==> src/hdl/assert_macros.svh <==
// Assertion macros for the RTL files that check their own logic.
`ifndef ASSERT_MACROS_SVH
`define ASSERT_MACROS_SVH

// The consequent must hold in the same cycle as the antecedent.
`define ASSERT_NOW(lbl, ante, cons) \
    lbl: assert property (@(posedge clk) disable iff (!rst_n) (ante) |-> (cons)) \
        else $error("assertion failed");

// The consequent must hold in the cycle after the antecedent.
`define ASSERT_NEXT(lbl, ante, cons) \
    lbl: assert property (@(posedge clk) disable iff (!rst_n) (ante) |=> (cons)) \
        else $error("assertion failed");

`endif

==> src/hdl/bgc_pkg.sv <==
package bgc_pkg;

    // Widths of the internal tick counters.
    localparam int TIMER_BITS    = 16;
    localparam int DEBOUNCE_BITS = 8;

    // Fixed widths of the configuration registers and port.
    localparam int CFG_DEB_W  = 8;
    localparam int CFG_TIM_W  = 16;
    localparam int CFG_DATA_W = 16;
    localparam int CFG_IDX_W  = 3;

    // Compare widths wide enough for both a counter and its limit.
    localparam int TCMP_W = (TIMER_BITS > CFG_TIM_W) ? TIMER_BITS : CFG_TIM_W;
    localparam int DCMP_W = (DEBOUNCE_BITS > CFG_DEB_W) ? DEBOUNCE_BITS : CFG_DEB_W;

    typedef logic [TIMER_BITS-1:0]    tmr_t;
    typedef logic [DEBOUNCE_BITS-1:0] dbt_t;

    typedef enum logic [1:0] {
        EV_NONE   = 2'd0,
        EV_SINGLE = 2'd1,
        EV_DOUBLE = 2'd2,
        EV_LONG   = 2'd3
    } event_t;

    typedef enum logic [CFG_IDX_W-1:0] {
        REG_PRESS_LOW  = 3'd0,
        REG_DEBOUNCE   = 3'd1,
        REG_LONG_PRESS = 3'd2,
        REG_DOUBLE_WIN = 3'd3
    } reg_idx_t;

    typedef struct packed {
        logic                 press_low;
        logic [CFG_DEB_W-1:0] debounce_ticks;
        logic [CFG_TIM_W-1:0] long_press_ticks;
        logic [CFG_TIM_W-1:0] double_window_ticks;
    } cfg_t;

    // Debouncer verdict for the current tick.
    typedef struct packed {
        logic pass;     // window closed, gestures may be judged
        logic pressed;  // debounced level counts as pressed
    } dbn_t;

    function automatic tmr_t sat_tmr(input tmr_t v);
        return (v == '1) ? v : v + tmr_t'(1);
    endfunction

    function automatic dbt_t sat_dbt(input dbt_t v);
        return (v == '1) ? v : v + dbt_t'(1);
    endfunction

endpackage

==> src/hdl/button_gesture_classifier.sv <==
// Button gesture classifier. Each input item is one time tick carrying the raw
// pin level; each accepted item yields exactly one result item with an event
// code (none, single, double or long press) and the debounced held state. The
// block takes one item per clock cycle while in_stall is low: the debounce and
// gesture state are updated in the cycle an item is accepted, and the result is
// registered in the output entry. A second output entry catches one result while the
// downstream side stalls, so in_stall only rises once two results are waiting.
// Configuration registers (index 0 press_low, 1 debounce_ticks,
// 2 long_press_ticks, 3 double_window_ticks) are written through the cfg
// channel, which is always ready; writes to other indexes are ignored, and
// they should only be made while no item is in flight.
`include "assert_macros.svh"

module button_gesture_classifier
    import bgc_pkg::*;
(
    input  logic                  clk,
    input  logic                  rst_n,
    // Tick input channel.
    input  logic                  in_valid,
    output logic                  in_stall,
    input  logic                  pin_level,
    // Result channel.
    output logic                  out_valid,
    input  logic                  out_stall,
    output logic [1:0]            event_res,
    output logic                  held_now,
    // Configuration write channel.
    input  logic                  cfg_valid,
    output logic                  cfg_ready,
    input  logic [CFG_IDX_W-1:0]  cfg_index,
    input  logic [CFG_DATA_W-1:0] cfg_data
);

    cfg_t   cfg_reg;
    dbn_t   dbn;
    event_t ev;
    logic   held;
    logic   in_fire, out_fire;

    // Primary output entry and skid entry.
    logic   out_valid_reg, skid_valid_reg;
    event_t out_ev_reg, skid_ev_reg;
    logic   out_held_reg, skid_held_reg;

    assign cfg_ready = 1'b1;
    assign in_stall  = skid_valid_reg;
    assign in_fire   = in_valid && !skid_valid_reg;
    assign out_fire  = out_valid_reg && !out_stall;
    assign out_valid = out_valid_reg;
    assign event_res = out_ev_reg;
    assign held_now  = out_held_reg;

    // Configuration registers.
    always_ff @(posedge clk or negedge rst_n) begin
        if (!rst_n) begin
            cfg_reg.press_low           <= 1'b1;
            cfg_reg.debounce_ticks      <= CFG_DEB_W'(30);
            cfg_reg.long_press_ticks    <= CFG_TIM_W'(1000);
            cfg_reg.double_window_ticks <= CFG_TIM_W'(300);
        end else if (cfg_valid) begin
            unique case (reg_idx_t'(cfg_index))
                REG_PRESS_LOW:  cfg_reg.press_low           <= cfg_data[0];
                REG_DEBOUNCE:   cfg_reg.debounce_ticks      <= cfg_data[CFG_DEB_W-1:0];
                REG_LONG_PRESS: cfg_reg.long_press_ticks    <= cfg_data[CFG_TIM_W-1:0];
                REG_DOUBLE_WIN: cfg_reg.double_window_ticks <= cfg_data[CFG_TIM_W-1:0];
                default: ;
            endcase
        end
    end

    bgc_debounce u_debounce (
        .clk            (clk),
        .rst_n          (rst_n),
        .step           (in_fire),
        .sample         (pin_level),
        .press_low      (cfg_reg.press_low),
        .debounce_ticks (cfg_reg.debounce_ticks),
        .dbn            (dbn)
    );

    bgc_gesture u_gesture (
        .clk                 (clk),
        .rst_n               (rst_n),
        .step                (in_fire),
        .dbn                 (dbn),
        .long_press_ticks    (cfg_reg.long_press_ticks),
        .double_window_ticks (cfg_reg.double_window_ticks),
        .ev                  (ev),
        .held                (held)
    );

    // Result buffer: when the primary entry is free or being taken, it refills
    // from the skid entry first, else from the new item. Otherwise a new result
    // parks in the skid entry, which is known to be empty since in_stall is low.
    always_ff @(posedge clk or negedge rst_n) begin
        if (!rst_n) begin
            out_valid_reg  <= 1'b0;
            skid_valid_reg <= 1'b0;
        end else if (!out_valid_reg || out_fire) begin
            if (skid_valid_reg) begin
                out_valid_reg  <= 1'b1;
                skid_valid_reg <= 1'b0;
            end else begin
                out_valid_reg <= in_fire;
            end
        end else if (in_fire) begin
            skid_valid_reg <= 1'b1;
        end
    end

    always_ff @(posedge clk) begin
        if (!out_valid_reg || out_fire) begin
            if (skid_valid_reg) begin
                out_ev_reg   <= skid_ev_reg;
                out_held_reg <= skid_held_reg;
            end else if (in_fire) begin
                out_ev_reg   <= ev;
                out_held_reg <= held;
            end
        end else if (in_fire) begin
            skid_ev_reg   <= ev;
            skid_held_reg <= held;
        end
    end

    // The skid entry is only ever filled behind a waiting primary entry.
    `ASSERT_NOW(a_skid_behind_out, skid_valid_reg, out_valid_reg)
    // A result that cannot leave while a new item arrives must be caught.
    `ASSERT_NEXT(a_skid_catches, in_fire && out_valid_reg && out_stall, skid_valid_reg)
    // A long press is reported while the button is still held.
    `ASSERT_NOW(a_long_while_held, out_valid_reg && out_ev_reg == EV_LONG, out_held_reg)
    // A double press is reported on a release.
    `ASSERT_NOW(a_double_on_release, out_valid_reg && out_ev_reg == EV_DOUBLE, !out_held_reg)

endmodule

==> src/hdl/bgc_debounce.sv <==
module bgc_debounce
    import bgc_pkg::*;
(
    input  logic                 clk,
    input  logic                 rst_n,
    input  logic                 step,
    input  logic                 sample,
    input  logic                 press_low,
    input  logic [CFG_DEB_W-1:0] debounce_ticks,
    output dbn_t                 dbn
);

    logic prev_sample_reg, prev_sample_next;
    logic window_open_reg, window_open_next;
    dbt_t window_timer_reg, window_timer_next;
    logic stable_pressed_reg, stable_pressed_next;
    logic open_eff;
    dbt_t timer_eff;

    always_comb begin
        open_eff            = window_open_reg || (sample != prev_sample_reg);
        timer_eff           = window_open_reg ? window_timer_reg : '0;
        prev_sample_next    = sample;
        window_open_next    = window_open_reg;
        window_timer_next   = window_timer_reg;
        stable_pressed_next = stable_pressed_reg;
        dbn.pass            = 1'b1;
        if (open_eff) begin
            if (DCMP_W'(timer_eff) >= DCMP_W'(debounce_ticks)) begin
                // The window closes and the level sampled now is trusted.
                stable_pressed_next = press_low ? !sample : sample;
                window_open_next    = 1'b0;
                window_timer_next   = timer_eff;
            end else begin
                window_timer_next = sat_dbt(timer_eff);
                window_open_next  = 1'b1;
                dbn.pass          = 1'b0;
            end
        end
        dbn.pressed = stable_pressed_next;
    end

    always_ff @(posedge clk or negedge rst_n) begin
        if (!rst_n) begin
            prev_sample_reg    <= 1'b0;
            window_open_reg    <= 1'b0;
            window_timer_reg   <= '0;
            stable_pressed_reg <= 1'b0;
        end else if (step) begin
            prev_sample_reg    <= prev_sample_next;
            window_open_reg    <= window_open_next;
            window_timer_reg   <= window_timer_next;
            stable_pressed_reg <= stable_pressed_next;
        end
    end

endmodule

==> src/hdl/bgc_gesture.sv <==
module bgc_gesture
    import bgc_pkg::*;
(
    input  logic                 clk,
    input  logic                 rst_n,
    input  logic                 step,
    input  dbn_t                 dbn,
    input  logic [CFG_TIM_W-1:0] long_press_ticks,
    input  logic [CFG_TIM_W-1:0] double_window_ticks,
    output event_t               ev,
    output logic                 held
);

    logic is_held_reg, is_held_next;
    logic long_done_reg, long_done_next;
    logic await_second_reg, await_second_next;
    tmr_t hold_timer_reg, hold_timer_next;
    tmr_t release_timer_reg, release_timer_next;
    tmr_t hold_inc, rel_inc;

    always_comb begin
        hold_inc           = is_held_reg ? sat_tmr(hold_timer_reg) : hold_timer_reg;
        rel_inc            = await_second_reg ? sat_tmr(release_timer_reg) : release_timer_reg;
        is_held_next       = is_held_reg;
        long_done_next     = long_done_reg;
        await_second_next  = await_second_reg;
        hold_timer_next    = hold_inc;
        release_timer_next = rel_inc;
        ev                 = EV_NONE;
        if (dbn.pass) begin
            if (!is_held_reg && dbn.pressed) begin
                is_held_next    = 1'b1;
                hold_timer_next = '0;
                long_done_next  = 1'b0;
            end else if (is_held_reg && !dbn.pressed) begin
                is_held_next = 1'b0;
                if (long_done_reg) begin
                    // Release after a long press counts as no click.
                    long_done_next    = 1'b0;
                    await_second_next = 1'b0;
                end else if (!await_second_reg) begin
                    await_second_next  = 1'b1;
                    release_timer_next = '0;
                end else if (TCMP_W'(rel_inc) <= TCMP_W'(double_window_ticks)) begin
                    await_second_next = 1'b0;
                    ev                = EV_DOUBLE;
                end else begin
                    // Late second release: report the first and wait again.
                    release_timer_next = '0;
                    await_second_next  = 1'b1;
                    ev                 = EV_SINGLE;
                end
            end else if (is_held_reg && !long_done_reg &&
                         TCMP_W'(hold_inc) >= TCMP_W'(long_press_ticks)) begin
                long_done_next    = 1'b1;
                await_second_next = 1'b0;
                ev                = EV_LONG;
            end else if (!is_held_reg && await_second_reg &&
                         TCMP_W'(rel_inc) >= TCMP_W'(double_window_ticks)) begin
                await_second_next = 1'b0;
                ev                = EV_SINGLE;
            end
        end
        held = is_held_next;
    end

    always_ff @(posedge clk or negedge rst_n) begin
        if (!rst_n) begin
            is_held_reg       <= 1'b0;
            long_done_reg     <= 1'b0;
            await_second_reg  <= 1'b0;
            hold_timer_reg    <= '0;
            release_timer_reg <= '0;
        end else if (step) begin
            is_held_reg       <= is_held_next;
            long_done_reg     <= long_done_next;
            await_second_reg  <= await_second_next;
            hold_timer_reg    <= hold_timer_next;
            release_timer_reg <= release_timer_next;
        end
    end

endmodule
==> config.mk <==
export PLATFORM = sky130hd
export DESIGN_NAME = button_gesture_classifier
export DESIGN_NICKNAME = d
export VERILOG_FILES = /design/src/hdl/bgc_pkg.sv /design/src/hdl/button_gesture_classifier.sv /design/src/hdl/bgc_debounce.sv /design/src/hdl/bgc_gesture.sv
export VERILOG_INCLUDE_DIRS = /design/src /design/src/hdl
export SDC_FILE = /design/constraint.sdc
export NUM_CORES = 1
export LEC_CHECK = 0
export ABC_AREA = 1
export BUFFER_PORTS_ARGS = -buffer_cell sky130_fd_sc_hd__buf_2
export CAP_MARGIN = 20
export CORE_ASPECT_RATIO = 2
export CORE_MARGIN = 3
export CORE_UTILIZATION = 45
export CTS_BUF_LIST = sky130_fd_sc_hd__clkbuf_8
export CTS_CLUSTER_DIAMETER = 200
export DETAILED_ROUTE_END_ITERATION = 7
export SETUP_SLACK_MARGIN = 0.05
export SYNTH_ARGS = -nofsm -noshare
export SYNTH_HDL_FRONTEND = slang
export SYNTH_HIERARCHICAL = 1
export SYNTH_SLANG_ARGS = --single-unit
==> constraint.sdc <==
create_clock -name clk -period 8.2 [get_ports clk]
set_input_delay 0.82 -clock clk [delete_from_list [all_inputs] [get_ports clk]]
set_output_delay 0.82 -clock clk [all_outputs]
set_load 0.05 [all_outputs]
**Word level (Yosys, flattened, before mapping)**

Cells that the tools add are included.

- Register bits: 95
- Bits of input ports: 25
- Output and inout bits: 6
- Word-level logic and storage cells: 114

- Add/subtract/negate cells: 3
- Magnitude comparators: 4
- Equal/unequal tests: 7
- Mux-type cells: 48
- Bitwise logic cells: 2
- Reduce and logical (&&, ||, !) cells: 31

Operator list:

| operator | number |
|---|---|
| $mux W16 | 12 |
| $add A16 B1 Y16 const B | 2 |
| $eq A16 B16 Y1 const B | 2 |
| $ge A16 B16 Y1 | 2 |
| $mux W1 | 24 |
| $mux W8 | 3 |
| $mux W2 | 9 |
| $le A16 B16 Y1 | 1 |
| $reduce_and A2 Y1 | 7 |
| $add A8 B1 Y8 const B | 1 |
| $eq A8 B8 Y1 const B | 1 |
| $ge A8 B8 Y1 | 1 |
| $logic_and A1 B1 Y1 | 8 |
| $logic_not A1 Y1 | 7 |
| $eq A3 B2 Y1 const B | 2 |
| $reduce_bool A3 Y1 | 2 |
| $reduce_and A4 Y1 | 1 |
| $reduce_bool A2 Y1 | 2 |
| $eq A3 B1 Y1 const B | 1 |
| $logic_not A3 Y1 | 1 |
| $reduce_and A3 Y1 | 1 |
| $logic_or A1 B1 Y1 | 2 |
| $not A1 Y1 | 2 |
| $ne A1 B1 Y1 | 1 |

**Depth between registers and ports, before layout**

- Depth after elaboration: 12
- Depth in mapped cells: 26
- Gate-level depth less buffers: 26

**By module**

Netlist, hierarchy kept.

Modules (own cells, without submodules):

| module | times used | cells an instance | area an instance (um^2) | seq. area each (um^2) |
|---|---|---|---|---|
| bgc_gesture | 1 | 534 | 3472.1 | 875.8 |
| button_gesture_classifier | 1 | 215 | 1990.7 | 1275.0 |
| bgc_debounce | 1 | 162 | 1066.0 | 275.3 |

**Least setup slack after synthesis**

OpenSTA, ideal clock, no wires.

- Path type: flip-flop to flip-flop
- From: register u_gesture.hold_timer_reg[0]
- To: register out_ev_reg[0] (netlist: event_res[0]) (data pin)
- Setup time: 268 ps
- Arrival time: 2525 ps
- Data required time: 7932 ps
- Path slack: 5407 ps
- Stages on the path, launching flop included: 25
- Buffers on the path: 0
- Clock period less this slack: 2793 ps
- Path through: dfrtp_1 ha_1 nand3_1 nor2_1 nand3_1 nand2_2 inv_2 nand2_1 nand2_1 nand2_1 inv_1 ha_1 nand2_1 nor2_1 and2_1 nor2_1 nand2_1 nand2_1 nand2_1 nand2_1 nand3_1 nand2_1 nor2_1 inv_1 o21ai_0

- Word-level cells in the longest chain between the ends: 11
- Elaborated cells between the ends (all ways): 12
- Classes of those cells: 1 x add/sub; 1 x order compare; 1 x eq/ne; 8 x mux; 1 x reduce/logical

RTL lines:

| element | RTL line | text |
|---|---|---|
| start, declared | bgc_gesture.sv:17 | `tmr_t hold_timer_reg, hold_timer_next;` |
| start signal, assigned | bgc_gesture.sv:78 | `hold_timer_reg <= hold_timer_next;` |
| $add A16 B1 Y16 or $eq A16 B16 Y1 (tied branches) | bgc_pkg.sv:48 | `return (v == '1) ? v : v + tmr_t'(1);` |
| $mux W16 | bgc_pkg.sv:48 |  |
| $mux W16 (*) | bgc_gesture.sv:22 | `hold_inc = is_held_reg ? sat_tmr(hold_timer_reg) : hold_timer_reg;` |
| $ge A16 B16 Y1 (*) | bgc_gesture.sv:54 | `TCMP_W'(hold_inc) >= TCMP_W'(long_press_ticks)) begin` |
| $logic_and A1 B1 Y1 (*) | bgc_gesture.sv:53 | `end else if (is_held_reg && !long_done_reg &&` |
| $mux W2 (*) | bgc_gesture.sv:53 |  |
| $mux W2 (*) | bgc_gesture.sv:35 | `end else if (is_held_reg && !dbn.pressed) begin` |
| $mux W2 (*) | bgc_gesture.sv:31 | `if (!is_held_reg && dbn.pressed) begin` |
| $mux W2 (*) | bgc_gesture.sv:30 | `if (dbn.pass) begin` |
| net ev[0] | button_gesture_classifier.sv:37 | `event_t ev;` |
| $mux W2 (*) | button_gesture_classifier.sv:117 | `end else if (in_fire) begin` |
| $mux W2 (*) | button_gesture_classifier.sv:114 | `if (skid_valid_reg) begin` |
| end signal, assigned | button_gesture_classifier.sv:115 | `out_ev_reg <= skid_ev_reg;` |
| end signal, assigned | button_gesture_classifier.sv:118 | `out_ev_reg <= ev;` |
| end, declared | button_gesture_classifier.sv:43 | `event_t out_ev_reg, skid_ev_reg;` |

The timed path passes the listed nets; every way through them passes the cells marked *. The select of a mux whose other input is x is not followed.
A chain may end at the register's enable or synchronous reset.

**Worst setup path after layout**

Same ends and word-level chain as after synthesis.

==> impl_metrics.csv <==
group,metric,value,unit
synthesis,yosys.area.top_type,"dfrtp_1",
floorplanning,die_h,176,um
synthesis,ys_types,46,
clock_network,post_cts_buffers,0,
clock_network,postCtsHoldBufs,0,
setup_path,worst_setup_path_end_kind,"flip-flop",
grt,grt_pass1_wl,27800,um
sta,finalSetupTns,0,ps
synthesis,ys.flop_type,"dfrtp_1",
sta,max_freq,291,MHz
floorplanning,fp-row-count,61,
floorplanning,start_util,0.465,
place,place_hpwl,13000,um
setup_path,crit_fanout,6,
sta,maxSlewViolCount,0,
cells_and_area,n_antenna_cell,0,
clock_network,cts_tree,"done",
synthesis,synth_area_per_cell,7.17,um^2
synthesis,synth-edff-count,6,
pwr,power.leakage,3.78,nW
routing,wl_per_cell,14.7,um
grt,overflow,0,
routing,first_pass_iters,4,
sta,hold_viol_final,0,
floorplanning,ios,31,
synthesis,yosysWarnings,6,
cells_and_area,syn_to_final_growth,7.42,%
synthesis,synthArstFlopShare,0.937,
clock_network,clk_pin_slew_worst_paths,100,ps
setup_path,cp.arrival,3560,ps
cells_and_area,post-route-util,0.499,
sta,slew-limit-headroom,0.511,
cells_and_area,layout_commonest_cell,"nand2_1",
setup_path,critPathLaunchType,"flip-flop",
sta,layout_worst_path_cycle_share,0.419,
clock_network,cts_root_buffer,"clkbuf_8",
pwr,power_density,266,nW/um^2
floorplanning,fp.dieW,91.2,um
clock_network,tritoncts.num_buffers,9,
setup_path,path_class,"reg -> reg",
synthesis,netlist_top_cells_area,"dfrtp_1, nand2_1, ha_1, nand3_1, inv_1",
sta,worst_pin_slew,734,ps
synthesis,synthesis.nets,980,
place,routabilityCongestion,0.916,
synthesis,ys_seq_elements,95,
synthesis,synthDominantCellAreaShare,0.284,
routing,drc,0,
sta,fin_skew,10.1,ps
routing,drtIter0Drc,251,
routing,num_vias,5656,
cells_and_area,drive_gt1_frac,0.122,
grt,grt_max_degree,53,
run_status,status,"finished, final reports clean",
setup_path,worstPathRequired,8320,ps
synthesis,synthCells,911,
cells_and_area,fin_nets,1002,
synthesis,ys_seq_area_frac,0.372,
routing,ant_nets,0,
clock_network,clkLatencyLatePin,360,ps
sta,fin_crit,3440,ps
routing,drt_wl_total,16600,um
flow_run,drv_cap,0,
worst_hold_path,hold_path_class,"in -> async",
sta,finalSetupViolCount,0,
synthesis,syn_area,6530,um^2
place,io_buffers,29,
grt,grt_pass1_vias,5825,
cells_and_area,largest_reg_flops,41,
clock_network,cts_buffer_depth,2,
clock_network,cts_resized,0,
clock_network,htreeDepth,3,
clock_network,clock_sinks,95,
floorplanning,core_area,14000,um^2
grt,track_usage,0.217,
grt,antenna_found_initial,0,
routing,vias_per_cell,5.02,
cells_and_area,final_cell_mix,"nand2_1, inv_1, nand3_1, dfrtp_1, ha_1",
sta,rsz0062_at_grt,"no",
floorplanning,die_area,16100,um^2
pwr,vdd_ir_drop_max,0.000105,V
[worst max-delay path: stages, from the launching register on]
cell     delay, ps
dfrtp_1        400
ha_1           280
nand3_1        260
nor4_4         330
nand3_1        320
nand3_1        210
nand2_1        100
inv_1           80
ha_1           220
nand2_1         80
nor2_1          60
and2_1         130
nor2_1          80
nand2_1         60
nand2_1         50
nand2_1         70
nand2_1        130
nand3_1        130
nand2_1         80
nor2_1          50
inv_1           40
o21ai_0         50
[cell usage after synthesis, types with 2 or more instances]
library cell / n
buf_6: 4
ha_1: 44
xor2_1: 14
edfxtp_1: 6
and2_1: 2
nand2_4: 6
inv_2: 11
a21oi_2: 2
nor2_4: 5
clkinv_1: 8
xnor2_1: 4
clkbuf_1: 8
nor3_2: 4
nor3_1: 8
buf_4: 3
dfstp_2: 15
o21ai_1: 14
nand2_1: 329
nand2_2: 8
o21a_1: 2
nor2_1: 45
dfrtp_1: 74
nand3_1: 91
buf_2: 6
o22ai_1: 6
nand3_2: 3
a21oi_1: 21
nor2_2: 3
nand4_1: 5
o21ai_0: 26
nor4_1: 3
or2_0: 3
inv_1: 115
[metal layers]
metal / GRT usage / vias to the layer above / wire, um / share of wire
met5: 0 / - / 0 / 0
met4: 0.102 / 0 / 621 / 0.037
met3: 0.0247 / 40 / 356 / 0.021
met2: 0.430 / 84 / 9420 / 0.57
met1: 0.219 / 2628 / 6180 / 0.37
li1: - / 2904 / - / -
[logic make-up after synthesis]
group / synth area share
and+or+nand+nor: 0.359
adders and majority gates: 0.0843
buffers and inverters: 0.0983
DFF: 0.372
other: 0.000574
AOI/OAI and AO/OA: 0.0623
xor gates and xnor gates: 0.0241
[metrics by stage]
| step | cell area (um^2) | total power, mW | cells | hold WS, ps | setup WS [ps] |
|---|---|---|---|---|---|
| 5_1_grt | 7010 | 2.06 | 1127 | 424 | 4340 |
| 3_3_place_gp | 6810 | 1.55 | 1110 | 453 | 4740 |
| 3_5_place_dp | 6810 | 1.56 | 1110 | 455 | 4720 |
| 2_1_floorplan | 6530 | 1.35 | 911 | 442 | 5410 |
| 6_report | 7010 | 1.87 | 1127 | 417 | 4760 |
| 4_1_cts | 7000 | 1.89 | 1126 | 416 | 4720 |
[where the power goes]
part           switching [mW]  internal (mW)
Combinational           0.526          0.293
Clock                   0.176          0.142
Sequential              0.130          0.600
Total                   0.831           1.04
[final timing paths]
| kind | start | endpoint | slack, ps | cells after the start |
|---|---|---|---|---|
| min in group clk | cfg_reg[24] | cfg_reg[24] | 470 | 2 |
| min | rst_n | u_gesture/hold_timer_reg[13] | 420 | 1 |
| max in group asynchronous | rst_n | cfg_reg[15] | 6710 | 2 |
| max | u_gesture/hold_timer_reg[0] | event_res[0] | 4760 | 21 |
| min reg2reg | cfg_reg[24] | cfg_reg[24] | 470 | 2 |
| max reg2reg | u_gesture/hold_timer_reg[0] | event_res[0] | 4760 | 21 |
[cell type report]
cell class              count  area, um^2
clock buffers               9         124
clock inverters             7        72.6
fillers                  1515        7030
inverters                 136         514
multi-input cells         659        3470
flip-flops and latches     95        2430
well taps                 189         236
repair buffers             32         174
No activity file was read; power rests on OpenSTA's default activity.
